--- config.mk ---
export PLATFORM = sky130hd
export DESIGN_NAME = pst_divider
export DESIGN_NICKNAME = d
export VERILOG_FILES = /design/src/rtl/core/pst_pkg.sv /design/src/rtl/core/pst_divider.sv
export SDC_FILE = /design/constraint.sdc
export NUM_CORES = 1
export LEC_CHECK = 0
export BUFFER_PORTS_ARGS = -buffer_cell sky130_fd_sc_hd__buf_2
export CAP_MARGIN = 20
export CORE_ASPECT_RATIO = 1.4
export CORE_MARGIN = 2
export CORE_UTILIZATION = 58
export DETAILED_ROUTE_END_ITERATION = 16
export PLACE_DENSITY = 0.81
export SLEW_MARGIN = 20
export SYNTH_ARGS = -nofsm -noshare
export SYNTH_HDL_FRONTEND = slang
export SYNTH_SLANG_ARGS = --single-unit
--- constraint.sdc ---
create_clock -name clock -period 3.23 [get_ports clock]
set_input_delay 0.8075 -clock clock [delete_from_list [all_inputs] [get_ports clock]]
set_output_delay 0.8075 -clock clock [all_outputs]
set_load 0.05 [all_outputs]
--- src/rtl/core/pst_pkg.sv ---
package pst_pkg;

   localparam int VALUE_WIDTH_DEFAULT = 16;
   localparam int FIELD_WIDTH         = 16;
   localparam int ACTION_WIDTH        = 2;

   typedef enum logic [ACTION_WIDTH-1:0] {
      ACT_READ = 2'd0,
      ACT_LOAD = 2'd1,
      ACT_NEXT = 2'd2,
      ACT_PREV = 2'd3
   } action_type;

   typedef struct packed {
      logic done;
      logic rem_zero;
   } div_status_type;

endpackage

--- src/rtl/core/pst_divider.sv ---
module pst_divider import pst_pkg::*; #(
   parameter int VALUE_WIDTH = VALUE_WIDTH_DEFAULT
) (
   input  logic                   clock,
   input  logic                   reset,
   input  logic                   start,
   input  logic [VALUE_WIDTH-1:0] dividend,
   input  logic [VALUE_WIDTH-1:0] divisor,
   output div_status_type         status
);

   localparam int CNT_W = $clog2(VALUE_WIDTH);

   logic                   busy_ff, busy_in;
   logic                   done_ff, done_in;
   logic [CNT_W-1:0]       cnt_ff, cnt_in;
   logic [VALUE_WIDTH-1:0] dvd_ff, dvd_in;
   logic [VALUE_WIDTH-1:0] dsr_ff, dsr_in;
   logic [VALUE_WIDTH-1:0] rem_ff, rem_in;
   logic [VALUE_WIDTH:0]   trial;

   // restoring remainder, one dividend bit per cycle, MSB first
   always_comb begin
      trial   = {rem_ff, dvd_ff[VALUE_WIDTH-1]};
      busy_in = busy_ff;
      done_in = 1'b0;
      cnt_in  = cnt_ff;
      dvd_in  = dvd_ff;
      dsr_in  = dsr_ff;
      rem_in  = rem_ff;
      if (start) begin
         busy_in = 1'b1;
         cnt_in  = CNT_W'(VALUE_WIDTH - 1);
         dvd_in  = dividend;
         dsr_in  = divisor;
         rem_in  = '0;
      end else if (busy_ff) begin
         if (trial >= {1'b0, dsr_ff}) begin
            rem_in = VALUE_WIDTH'(trial - {1'b0, dsr_ff});
         end else begin
            rem_in = VALUE_WIDTH'(trial);
         end
         dvd_in = {dvd_ff[VALUE_WIDTH-2:0], 1'b0};
         cnt_in = cnt_ff - CNT_W'(1);
         if (cnt_ff == '0) begin
            busy_in = 1'b0;
            done_in = 1'b1;
         end
      end
   end

   always_ff @(posedge clock) begin
      if (reset) begin
         busy_ff <= 1'b0;
         done_ff <= 1'b0;
      end else begin
         busy_ff <= busy_in;
         done_ff <= done_in;
      end
      cnt_ff <= cnt_in;
      dvd_ff <= dvd_in;
      dsr_ff <= dsr_in;
      rem_ff <= rem_in;
   end

   assign status.done     = done_ff;
   assign status.rem_zero = (rem_ff == '0);

endmodule

# --- Word-level counts from Yosys, hierarchy flattened ---
# Cells that the tools add are included.
word_totals:
  regBits: 54
  latch_bits: 0
  ram_bits: 0
  mem_bits_ro: 0
  input_bits: 35
  memories: 0
op_classes:
  add_sub_neg: 2
  mul: 0
  div: 0
  order_cmp: 1
  n_eq_ne: 0
  n_shift: 0
  mux: 7
  bitwise_logic: 1
  reduce_logical: 4
op_table:
  columns: ["cell", "n"]
  rows:
  - ["two-way mux 16 bit", 3]
  - [">= comparator 17 x 16 -> 1 bit", 1]
  - ["zero test 16 bit", 1]
  - ["subtractor 16 bit", 1]
  - ["zero test 4 bit", 1]
  - ["two-way mux 1 bit", 4]
  - ["subtractor 4 x 1 -> 4 bit, second input constant", 1]
  - ["OR reduction 3 bit", 1]
  - ["nonzero test 2 bit", 1]
  - ["inverter 1 bit", 1]

# --- Logic depth before layout (Yosys ltp) ---
# Gate-level depths: netlist of run 1.
logic_depth:
  depth_word: 4
  mapped_depth: 11

# --- Worst setup path before layout of run 1 ---
# OpenSTA, ideal clock, no wires.
synth_timing:
  kind: "flip-flop to flip-flop"
  start: "register dvd_ff[15]"
  end: "register rem_ff[14]"
  t_arrival_ps: 2220
  path_slack_ps: 894
  stages_incl_launch_ff: 12
  path_buffers: 0
  synth_period_minus_slack_ps: 2336
  path_cell_list: "edfxtp_1 > inv_1 > ha_1 > inv_1 > fa_1 > a21o_1 > a221o_1 > a21oi_1 > o21ai_0 > a21oi_1 > xnor2_1 > a31o_2"
synth_via:
  elab_chain_len: 2
  word_cells_on_any_way: 3
  cone_classes: "add/sub: 1; order compare: 1; mux: 1"
synth_lines:
  columns: ["element", "line", "rtl"]
  rows:
  - ["from (decl)", "pst_divider.sv:17", "logic [VALUE_WIDTH-1:0] dvd_ff, dvd_in;"]
  - ["from (signal assigned)", "pst_divider.sv:61", "dvd_ff <= dvd_in;"]
  - ["subtractor 16 bit / >= comparator 17 x 16 -> 1 bit (equally long branches)", "pst_divider.sv:39, pst_divider.sv:38", null]
  - ["two-way mux 16 bit (*)", "pst_divider.sv:38", "if (trial >= {1'b0, dsr_ff}) begin"]
  - ["to (signal assigned)", "pst_divider.sv:63", "rem_ff <= rem_in;"]
  - ["to (decl)", "pst_divider.sv:19", "logic [VALUE_WIDTH-1:0] rem_ff, rem_in;"]
# Every way passes the cells marked *; elsewhere a longest branch is shown, timed or not.
# A chain may end at the register's enable or synchronous reset.

# --- Worst setup path after layout of run 1 ---
layout_timing:
  start: "register dsr_ff[1]"
  end: "register rem_ff[4]"
layout_via:
  elab_chain_len: 2
  word_cells_on_any_way: 3
  cone_classes: "add/sub: 1; order compare: 1; mux: 1"
layout_lines:
  columns: ["element", "line", "rtl"]
  rows:
  - ["from (decl)", "pst_divider.sv:18", "logic [VALUE_WIDTH-1:0] dsr_ff, dsr_in;"]
  - ["from (signal assigned)", "pst_divider.sv:62", "dsr_ff <= dsr_in;"]
  - ["subtractor 16 bit / >= comparator 17 x 16 -> 1 bit (equally long branches)", "pst_divider.sv:39, pst_divider.sv:38", null]
  - ["two-way mux 16 bit (*)", "pst_divider.sv:38", null]
# Marks and branches as above.

==> run summary, run 1 <==
The number of max-capacitance violations reported is 0. After synthesis, the cell types taking the most area are edfxtp_1 32%, dfxtp_1 15%, ha_1 7.1%. The number of clock sinks is 54.

The via count of the first global-routing pass came out at 2,190. In this run the critical register-to-register path is captured at rem_ff[4]. The synthesized instance count came out at 283. The final setup violation count is 0. The number of antenna violations at the first check in global routing came out at 0. After clock tree synthesis, the clock-pin slew on the worst setup and hold paths is 100 ps. Of all nets on the critical path, the largest fanout is 12. In this design, the largest share of critical-path delay is due to compound AO/OA/AOI/OAI gates. The element type at the critical path start is a flip-flop.

The worst setup path is captured at a flip-flop. The total of buffers placed on input and output ports is 36. The multi-input logic area is 0.00147 mm².

The worst hold path belongs to the class flip-flop to flip-flop. The buffering stage count on the worst path with inverters included came out at 2. The maximum number of pins on one net before global-route repair is 52. The overflow left after global routing came out at 0. Timing would allow up to 365 MHz. Of the total power, combinational logic draws 20.0%.

The share of power burned in registers is 50.7%. The flip-flop and latch count after synthesis is 54. The top-area cell type share of the netlist area is 32.0%. Net switching is 27.7% of the power. The clock share of power is 29.3%. Among the stages of the critical path, the cell type that occurs most often is a211oi_1. The routed length per placed instance is 16.1 µm.

The footprint of the flip-flops and latches is 0.00140 mm². In this run, CTS created clock tree buffers numbering 5. The number of non-filler instances in the completed layout is 387. The total count of max-transition violations in the final report is 0. The total global routing track utilization is 23.5%. The post-synthesis async set-or-reset flop share is 0%. The detailed-router iteration count before antenna repair is 4. The origin of the critical flop-to-flop path is dsr_ff[1].

The die span in x is 64.8 µm. For this block, the initial DRC count from the detailed router was 196. The internal power summed over all cells came out at 1160 µW. The share of final-layout standard cells stronger than drive strength 1 is 22.7%.

In this run the standard cell core region covers 0.00508 mm². For this run, the slowest stage of the critical path takes 460 ps. Of the synthesized area, sequential elements account for 46.7%. The synthesized area divided by synthesized cell count is 10.6 µm². The post-detailed-placement half-perimeter wirelength is 4580 µm. The hold path depth is 2.

The global placer's final weighted congestion is 0.923. The number of DRC violations after detailed routing is 0. The worst slew margin relative to its limit is 58.8%.

Measured along the y axis, the die boundary spans 89.1 µm. The most heavily used metal layer in global routing is met2. The total number of yosys warnings came out at 0.

The origin of the worst min-delay path is cnt_ff[3]. Dividing the detail-routed via count by the number of cells gives 5.73. The number of antenna cells inserted came out at 0.

The met2 usage is 40.8%. The number of enable flip-flop cells after synthesis is 32. The number of nets handed over by synthesis was 336. The net switching power came out at 445 µW. The root buffer cell chosen for the clock tree is clkbuf_8. Traced cell by cell, the critical path runs through inv_1 -> ha_1 -> nand2b_1 -> a211oi_1 -> o21ai_2 -> a31oi_2 -> a211o_1 -> buf_4 -> mux2i_1 -> a211oi_1. The worst hold path terminates at cnt_ff[3]. The number of buffers inserted by hold repair at cts is 0. The number of failing hold endpoints at the final stage is 0. The first global-routing pass estimated 10,300 µm of wire.

The actual transition at the worst max-transition pin is 617 ps. The minimum period implied by the final worst setup slack is 2740 ps. In this run the post-CTS setup repair buffer count came out at 0.

The reg-to-reg setup timing slack came out at 490 ps. The clock tree from TritonCTS is built. The wire length reported by the detailed router came out at 6240 µm. The met1 global-route usage is 27.6%. Counting distinct cell types in the post-synthesis netlist gives 48. The flow ran to the end, and the final reports show no timing, DRC or antenna violations.

edfxtp_1 takes more of the synthesized area than any other cell. The number of top-level pins came out at 37. The initial core utilization came out at 59.0%. From synthesis to final layout, the design area changed by 11.9%.

The clock latency reported for the late side of the worst-skew pair is 310 ps. On the final layout, the worst clock skew is 7.36 ps. The floorplan die area is 0.00577 mm².

The leakage dissipation came out at 0.00142 µW. The cell area after synthesis came out at 0.00300 mm². The floorplan row count is 31. The final cycle utilization of the critical path is 84.9%. For this run, the leading register cell type out of synthesis is edfxtp_1.

The worst IR drop on VDD came out at 263 µV. The number of H-tree levels is 2. On the critical path, the stage with the largest delay is an instance of a211o_1. Data on the critical path is required at its endpoint by 3410 ps. The number of cells on the worst reg-to-reg path is 10. Leaving out fill and tap cells, the most frequent cells in the layout are 36 x buf_2, 32 x edfxtp_1, 22 x dfxtp_1.

For this block, the via count after detailed routing is 2,218. The count of nets left with antenna violations once routing finished came out at 0. The startpoint-to-endpoint class of the critical path is flip-flop to flip-flop. The number of placed cells counting well taps is 379. For the worst setup path, the data arrival time is 2920 ps. The ratio of total power to cell area is 479 mW/mm². The most frequent standard cell in the layout excluding fill and tap cells is buf_2. The number of filler instances in the final layout came out at 400. The number of nets at the end of the flow is 373. For met3 alone, demand over resource in global routing was 4.03%. The maximum buffer depth of the clock tree came out at 2.

Setup total negative slack on the finished layout was measured at 0 ps. The final cell utilization of the core is 66.0%. Setup repair after global routing left no endpoint under its margin. The source of the critical timing path is dsr_ff[1].

The total of cells resized after clock tree synthesis came out at 0.
metrics by stage:
step	power, µW	setup slack, ps	hold slack [ps]	cell area, µm²
2_1_floorplan	1060	894	462	3000
3_3_place_gp	1130	628	484	3240
3_5_place_dp	1140	537	489	3240
4_1_cts	1620	480	518	3360
5_1_grt	1680	216	544	3360
6_report	1610	487	508	3360
worst register-to-register path, stage by stage (launching register included):
cell and delay (ps):
edfxtp_1 340, inv_1 70, ha_1 310, nand2b_1 90, a211oi_1 430, o21ai_2 140, a31oi_2 220, a211o_1 460
buf_4 250, mux2i_1 220, a211oi_1 90
routing by layer:
layer,up-vias,part of all wire (%)
met2,63,52
met1,1032,41
met3,16,3.9
met4,0,3.1
li1,1107,-
met5,-,0
area by class of cell:
class	count	area share, %
Clock inverter	3	1.42
Sequential cell	54	41.8
Multi-Input combinational cell	198	43.7
Tap cell	66	2.46
Clock buffer	5	2.05
Timing Repair Buffer	40	6.26
Inverter	21	2.35
power groups by stage:
stage	clock, µW	sequential, µW	combinational [µW]
after floorplan	0	819	236
after global placement	0	827	305
after detailed placement	0	830	315
after CTS	483	814	319
after global routing	503	820	356
final	471	814	321
cell families after synthesis:
kind of cell / synth area share [%]
simple gates: 13.0
fa+ha+maj: 7.76
mux: 10.5
compound gates: 13.9
buf+inv: 4.38
flops: 46.7
xor+xnor: 3.80
registers in the layout (all words and copies together) (netlist names):
name,flops
dsr_ff,16
cnt_ff,4
done_ff,1
busy_ff,1
dvd_ff,16
rem_ff,16
synthesized netlist by cell type (2+ instances only):
cell type  count
o21bai_1       2
nand2b_1       7
nor2b_1        4
nor4_1         4
ha_1          17
a211oi_1      10
nand2_1       20
dfxtp_1       22
xor2_1         6
o21ai_0       12
or3_1          2
mux2i_1       13
and2_1         2
a221o_1        2
a21oi_2        2
a21o_1         4
a21oi_1       14
xnor2_1        7
a211o_1        3
edfxtp_1      32
buf_1          3
buf_4          2
o31ai_1        2
nor3_1         5
nor2_1        20
inv_1         21
clkbuf_1       4
nand3_1        3
mux2_2        15
and3_1         4
a31o_2         2
worst max-delay path by stage:
stage                  to  cells past startpoint
2_1_floorplan  rem_ff[14]                     11
3_3_place_gp   rem_ff[14]                     11
3_5_place_dp    rem_ff[4]                     10
4_1_cts         rem_ff[4]                     10
5_1_grt         rem_ff[4]                     10
6_report        rem_ff[4]                     10
(Power assumes the default switching activity.)
==> inputs of run 2 (changes only) <==
--- a/config.mk
+++ b/config.mk
@@ -5,11 +5,12 @@
 export SDC_FILE = /design/constraint.sdc
 export NUM_CORES = 1
 export LEC_CHECK = 0
+export ABC_AREA = 1
 export BUFFER_PORTS_ARGS = -buffer_cell sky130_fd_sc_hd__buf_2
 export CAP_MARGIN = 20
 export CORE_ASPECT_RATIO = 1.4
 export CORE_MARGIN = 2
-export CORE_UTILIZATION = 58
+export CORE_UTILIZATION = 59
 export DETAILED_ROUTE_END_ITERATION = 16
 export PLACE_DENSITY = 0.81
 export SLEW_MARGIN = 20
==> constraint.sdc (replaced) <==
create_clock -name clock -period 2.6 [get_ports clock]
set_input_delay 0.65 -clock clock [delete_from_list [all_inputs] [get_ports clock]]
set_output_delay 0.65 -clock clock [all_outputs]
set_load 0.05 [all_outputs]
==> run summary, run 2 <==
The net switching power is 437 µW (-1.7%). The worst IR drop on VDD came out at 516 µV (+96%). The minimum period implied by the final worst setup slack came out at 2180 ps (-559 ps).

The total of buffers placed on input and output ports is 36 (unchanged). The highest clock rate is 458 MHz (+26%). Summed over all instances, the cell type with the most area after synthesis is edfxtp_1.

The top-area cell type share of the netlist area is 29.1% (-2.9 points). The vias per cell is 5.23 (-8.8%). The number of DRC violations after detailed routing was 0 (unchanged). The largest fanout on the critical path came out at 14 (+2). The maximum number of pins on one net before global-route repair came out at 24 (-54%).

The worst setup skew after layout is 9.95 ps (+2.59 ps). The clock latency reported for the late side of the worst-skew pair came out at 310 ps (about the same). The number of violations reported at the end of detailed-routing iteration 0 was 151 (-23%).

The total count of max-transition violations in the final report is 0 (unchanged). Setup repair after global routing left no endpoint under its margin. The actual transition at the worst max-transition pin came out at 758 ps (+141 ps). The flip-flop and latch count after synthesis is 54 (unchanged).

The synthesized area divided by synthesized cell count is 7.41 µm² (-30%). The number of failing hold endpoints at the final stage came out at 0 (unchanged). The portion of the post-synthesis area used by sequential elements is 42.4% (-4.3 points). The count of antenna-violating nets left after detailed routing was 0 (unchanged). The data required time of the critical path came out at 2810 ps (-600 ps).

The combinational share of power came out at 14.7% (-5.3 points). Among the stages of the critical path, the cell type that occurs most often is nand2_1. The number of H-tree levels came to 2 (unchanged). The floorplan row count was 32 (+3.2%). The clock share of power came out at 27.0% (-2.3 points). The die boundary height is 92.5 µm (+3.9%). Compared with the post-synthesis result, the final layout area differs by 10.0%. The critical path goes through inv_1 -> ha_1 -> nand2_1 -> nand2_1 -> inv_1 -> nand2_1 -> nand2_1 -> nand2_1 -> nor2_4 -> buf_4 -> nand3_1 -> nand2_1 -> inv_1 -> nand2_1 -> nand2_1.

The least setup slack across all paths after layout was 416 ps (-71.4 ps). The global placer's final weighted congestion is 0.898 (-2.7%). STA classifies the critical path endpoint as a flip-flop.

The origin of the worst min-delay path is rem_ff[14]. The setup TNS after final layout came out at 0 ps (unchanged). The number of max-capacitance violations reported is 0 (unchanged). The post-synthesis async set-or-reset flop share is 0% (unchanged). The number of clock sinks is 54 (unchanged). The post-place setup slack is 445 ps (-91.7 ps). The number of top-level pins came to 37 (unchanged).

The reg-to-reg critical path endpoint is rem_ff[15]. The cell area after synthesis was 0.00330 mm² (+10%). The detailed-router iteration count before antenna repair came out at 7 (+3). The maximum buffer depth of the clock tree came out at 2 (unchanged). The share of power burned in registers was 58.3% (+7.6 points).

The clock slew seen by the registers of the worst setup and hold paths was 90 ps (about the same). The total design power came to 1680 µW (+4.8%). The reg-to-reg setup timing slack was 420 ps (-70 ps). The total number of yosys warnings is 0 (unchanged).

The worst slew margin relative to its limit came out at 49.4% (-9.4 points). The number of cells on the worst reg-to-reg path is 15 (+5). The origin of the critical flop-to-flop path is dsr_ff[12]. In the synthesized netlist, the cells that appear most often are 152 x nand2_1, 78 x inv_1, 56 x nand3_1. The synthesized instance count is 446 (+58%). The wire length reported by the detailed router came out at 7210 µm (+16%). The run finished with clean final reports. The top cell types in the final layout, fill and taps aside, are 152 x nand2_1, 78 x inv_1, 56 x nand3_1. TritonCTS built the clock tree.

The number of antenna violations at the first check in global routing is 0 (unchanged). The final cycle utilization of the critical path came to 84.0% (-0.91 points). The largest registers in the layout are dsr_ff x16, dvd_ff x16, rem_ff x16. The total global routing track utilization is 26.3% (+2.8 points).

The path class of the tightest hold or removal check is flip-flop to flip-flop. In this run the clock root is driven by a clkbuf_8. The internal power summed over all cells came out at 1240 µW (+7.3%).

By instance count, the leading cell after synthesis is nand2_1. The number of distinct library cells after synthesis is 31 (-35%). The path with the worst hold slack has its endpoint at rem_ff[14]. The leakage dissipation came out at 0.00193 µW (+36%).

The number of nets at the end of the flow is 538 (+44%). The hold path depth came out at 2 (unchanged). By startpoint and endpoint, the worst setup path is classified as flip-flop to flip-flop.

The number of antenna cells inserted came to 0 (unchanged). The via count came out at 2,897 (+31%). The number of buffers added for setup after CTS came out at 0 (unchanged). Among all flip-flop cells after synthesis, the most frequent one is edfxtp_1. The final setup violation count came to 0 (unchanged). The routed length per placed instance is 13.0 µm (-19%). The via count of the first global-routing pass is 2,834 (+29%). The final cell utilization of the core is 66.8% (+0.71 points). Leaving out fill and tap cells, the most frequent cell in the layout is nand2_1.

In the post-synthesis netlist, the biggest area contributors are edfxtp_1 29%, nand2_1 17%, dfxtp_1 13%. The post-detailed-placement half-perimeter wirelength is 5610 µm (+23%). The number of enable flip-flop cells after synthesis came to 32 (unchanged).

The overflow left after global routing came out at 0 (unchanged). The die span in x was 67.2 µm (+3.8%). The switching share of power came to 26.0% (-1.7 points). The number of buffers created by CTS came to 5 (unchanged). The largest stage delay on the critical path is 380 ps (-80 ps).

The post-synth net total came out at 499 (+49%). The element type at the critical path start is a flip-flop. The first-pass GRT wire length is 12,500 µm (+21%). The initial core utilization is 60.7% (+1.6 points). The floorplan die area came out at 0.00622 mm² (+7.8%). The arrival time of the worst setup path is 2400 ps (-520 ps). The area of the placeable core came out at 0.00545 mm² (+7.2%). Among all stages on the critical path, the largest delay is contributed by ha_1. The share of final-layout standard cells stronger than drive strength 1 is 12.3% (-10 points). The ratio of total power to cell area is 463 mW/mm² (-3.3%). The number of buffers inserted by hold repair at cts came out at 0 (unchanged).

The total of cells resized after clock tree synthesis came out at 0 (unchanged).
==> run 2: power groups by stage <==
| stage | Sequential [µW] | Clock, µW | Combinational (µW) |
|---|---|---|---|
| after global routing | 985 | 497 | 282 |
| final | 980 | 454 | 248 |
| after floorplan | 995 | 0 | 165 |
| after detailed placement | 1000 | 0 | 247 |
| after CTS | 981 | 465 | 247 |
| after global placement | 997 | 0 | 243 |
==> run 2: cells by family after synthesis <==
group,count (synthesis),synth area share (%)
AO/OA/AOI/OAI,27,4.43
buffers and inverters,87,10.8
adder cells (fa/ha/maj),18,7.05
flip-flops,54,42.4
XOR/XNOR,7,1.86
AND/OR/NAND/NOR,253,33.4
==> run 2: how the worst max path moves through the flow <==
stage | depth (start not counted) | start | slack (ps) | end
4_1_cts | 15 | dsr_ff[12] | 430 | rem_ff[15]
6_report | 15 | dsr_ff[12] | 420 | rem_ff[15]
2_1_floorplan | 3 | rem_ff[0] | 480 | status[0]
3_5_place_dp | 15 | dsr_ff[12] | 450 | rem_ff[14]
5_1_grt | 15 | dsr_ff[10] | 200 | rem_ff[14]
3_3_place_gp | 11 | dvd_ff[15] | 450 | rem_ff[8]
==> run 2: critical path, delay by kind of cell (launching register included) <==
family / cells / cell delay, ps
fa+ha+maj: 1 / 380
simple gates: 10 / 980
buf+inv: 4 / 370
flops: 1 / 350
==> run 2: layout make-up <==
| type | count | area (µm²) |
|---|---|---|
| clock buffer | 7 | 76.3 |
| clock inverter | 1 | 7.51 |
| fill | 490 | 1810 |
| inverter | 78 | 293 |
| multi-input combinational | 305 | 1550 |
| sequential | 54 | 1400 |
| tap | 68 | 85.1 |
| timing repair buffer | 41 | 218 |
==> run 2: routing by layer <==
| metal | vias up | track usage [%] | part of all wire (%) |
|---|---|---|---|
| li1 | 1498 | - | - |
| met1 | 1301 | 32.7 | 41 |
| met2 | 86 | 45.3 | 52 |
| met3 | 12 | 3.65 | 4.4 |
| met4 | 0 | 10.0 | 2.3 |
| met5 | - | 0 | 0 |
==> run 2: per-stage QoR <==
stage,std cells,instance area (µm²),hold WS (ps)
3_5_place_dp,546,3550,468
2_1_floorplan,446,3310,445
3_3_place_gp,546,3550,460
6_report,554,3630,479
5_1_grt,554,3630,495
4_1_cts,554,3630,482
==> inputs of run 3 (changes only) <==
==> constraint.sdc (replaced) <==
create_clock -name clock -period 2.15 [get_ports clock]
set_input_delay 0.5375 -clock clock [delete_from_list [all_inputs] [get_ports clock]]
set_output_delay 0.5375 -clock clock [all_outputs]
set_load 0.05 [all_outputs]
==> run summary, run 3 (synthesis results as in run 2) <==
The run finished with clean final reports. The floorplan die area came out at 0.00622 mm² (unchanged). The kind of end point of the critical path is a primary output.

The largest stage delay on the critical path is 330 ps (-50 ps). The number of placed cells counting well taps is 549 (+0.55%). The overflow left after global routing is 0 (unchanged). The count of antenna-violating nets left after detailed routing came out at 0 (unchanged). TritonCTS built the clock tree. The number of clock sinks came to 54 (unchanged). The via count is 2,965 (+2.3%). The post-detailed-placement half-perimeter wirelength is 5690 µm (+1.4%). In this design, the largest share of critical-path delay is due to simple AND/OR/NAND/NOR gates. The setup TNS after final layout came out at 0 ps (unchanged). The buffering stage count on the worst path with inverters included came out at 2 (-2). The largest fanout on the critical path came out at 3 (-11).

The global placer's final weighted congestion is 0.940 (+4.7%). The via count of the first global-routing pass came to 2,947 (+4.0%). The path class of the tightest hold or removal check is input pin to flip-flop.

The final setup violation count is 0 (unchanged). The total of buffers placed on input and output ports is 36 (unchanged). The die span in x was 67.2 µm (unchanged). The die boundary height is 92.5 µm (unchanged). The wire length reported by the detailed router came out at 7340 µm (+1.7%). The maximum number of pins on one net before global-route repair is 24 (unchanged). The cell at the root of the clock tree is clkbuf_8. The arrival time of the worst setup path is 1510 ps (-890 ps).

The total design power came to 2080 µW (+24%). The first-pass GRT wire length is 12,500 µm (+0.38%). STA classifies the critical path startpoint as a flip-flop.

The multi-input logic area is 0.00157 mm² (+0.97%). The number of top-level pins was 37 (unchanged). The data required time of the critical path was 1610 ps (-1200 ps). The worst setup skew after layout came out at 7.14 ps (-2.81 ps). The total global routing track utilization is 26.0% (-0.38 points). The number of antenna cells inserted is 0 (unchanged). The detailed-router iteration count before antenna repair came out at 4 (-3). The library cells used most frequently in the layout, excluding fill and tap cells, are 150 x nand2_1, 77 x inv_1, 55 x nand3_1.

The initial core utilization is 60.7% (unchanged). The footprint of the flip-flops and latches came out at 0.00140 mm² (unchanged). The area of the placeable core came out at 0.00545 mm² (unchanged).

Counting I/O delays and the setup requirement, the final critical path takes 2040 ps. The worst-case hold slack came to 394 ps (-85.5 ps). The actual transition at the worst max-transition pin is 453 ps (-305 ps). The vias per cell came to 5.29 (+1.3%). The total count of max-transition violations in the final report was 0 (unchanged). The number of violations reported at the end of detailed-routing iteration 0 is 194 (+28%). The combinational share of power came out at 15.0% (+0.3 points). The routed length per placed instance is 13.1 µm (+0.63%).

The worst path uses 95.1% of the clock period. The share of final-layout standard cells stronger than drive strength 1 came out at 14.8% (+2.5 points). The internal power summed over all cells is 1520 µW (+22%).

The largest registers in the layout are dsr_ff x16, dvd_ff x16, rem_ff x16. Compared with the post-synthesis result, the final layout area differs by 12.4%. The number of buffers inserted by hold repair at cts is 0 (unchanged).

The number of filler instances in the final layout is 496 (+1.2%). The number of DRC violations after detailed routing is 0 (unchanged). The startpoint-to-endpoint class of the critical path is flip-flop to primary output. The net switching power came to 559 µW (+28%). The ratio of total power to cell area is 560 mW/mm² (+21%).

The number of antenna violations at the first check in global routing came out at 0 (unchanged). The clock slew seen by the registers of the worst setup and hold paths came out at 100 ps (about the same). On the critical path, the stage with the largest delay is an instance of dfxtp_1. The floorplan row count is 32 (unchanged).

The leakage dissipation is 0.00198 µW (+2.4%). The clock latency reported for the late side of the worst-skew pair came out at 310 ps (about the same). The maximum buffer depth of the clock tree is 2 (unchanged). The final cell utilization of the core came out at 68.2% (+1.4 points). The number of non-filler instances in the completed layout is 560 (+1.1%). Derived from the worst setup path, the maximum achievable clock frequency is 489 MHz.

The number of H-tree levels is 2 (unchanged). The number of buffers created by CTS is 5 (unchanged). Setup repair after global routing left no endpoint under its margin.

The number of max-capacitance violations reported came out at 0 (unchanged). The switching share of power was 26.9% (+0.89 points). The number of nets at the end of the flow came out at 544 (+1.1%). The worst IR drop on VDD came out at 531 µV (+3.0%). The clock share of power is 28.0% (+1.0 points). Leaving out fill and tap cells, the most frequent cell in the layout is nand2_1. The worst slew margin relative to its limit was 69.7% (+20 points). The share of power burned in registers is 57.0% (-1.3 points). Traced cell by cell, the critical path runs through inv_1 -> nand4_1 -> nor4_2 -> buf_2. The number of failing hold endpoints at the final stage came to 0 (unchanged).
==> run 3: cell type report <==
type,instances,share of cell area [%]
clock inverter,2,0.472
tap,68,2.29
clock buffer,6,1.95
sequential,54,37.7
inverter,78,7.88
timing repair buffer,47,7.41
multi-input combinational,305,42.3
==> run 3: worst register-to-register path: stages, from the launching register on <==
cell	delay [ps]
edfxtp_1	360
inv_1	50
ha_1	360
nand2_1	130
nor2_2	180
nand3_1	130
nor2_2	150
nor2_4	80
buf_12	150
a21oi_1	190
o21ai_0	130
==> run 3: final timing paths <==
| path | start | to | slack, ps | cells past startpoint |
|---|---|---|---|---|
| max reg2reg | dsr_ff[4] | rem_ff[1] | 150 | 10 |
| min | divisor[7] | dsr_ff[7] | 390 | 1 |
| max | rem_ff[7] | status[0] | 110 | 4 |
| min reg2reg | rem_ff[11] | rem_ff[11] | 480 | 2 |
==> run 3: metrics by stage <==
step | instance area, µm² | worst slack (ps)
final | 3710 | 106
after global routing | 3710 | 4.02
after CTS | 3670 | 1.36
after detailed placement | 3580 | 26.4
after global placement | 3580 | 16.4
after floorplan | 3310 | 143
==> run 3: power by group through the flow <==
stage	Sequential, µW	Clock, µW	Combinational, µW
after floorplan	1200	0	200
after global placement	1210	0	292
after detailed placement	1210	0	297
after CTS	1190	590	300
after global routing	1190	624	348
final	1190	582	312
==> run 3: what timing repair did <==
action,4_1_cts,5_1_grt
setup endpoints to repair,0,6
setup buffers,0,3
gates resized for setup,0,7
==> run 3: metal layers <==
metal | vias up | share of wire [%] | global-route usage (%)
met1 | 1343 | 39 | 30.2
met4 | 0 | 2.6 | 10.4
met3 | 21 | 5.1 | 3.04
li1 | 1506 | - | -
met2 | 95 | 53 | 46.9
met5 | - | 0 | 0
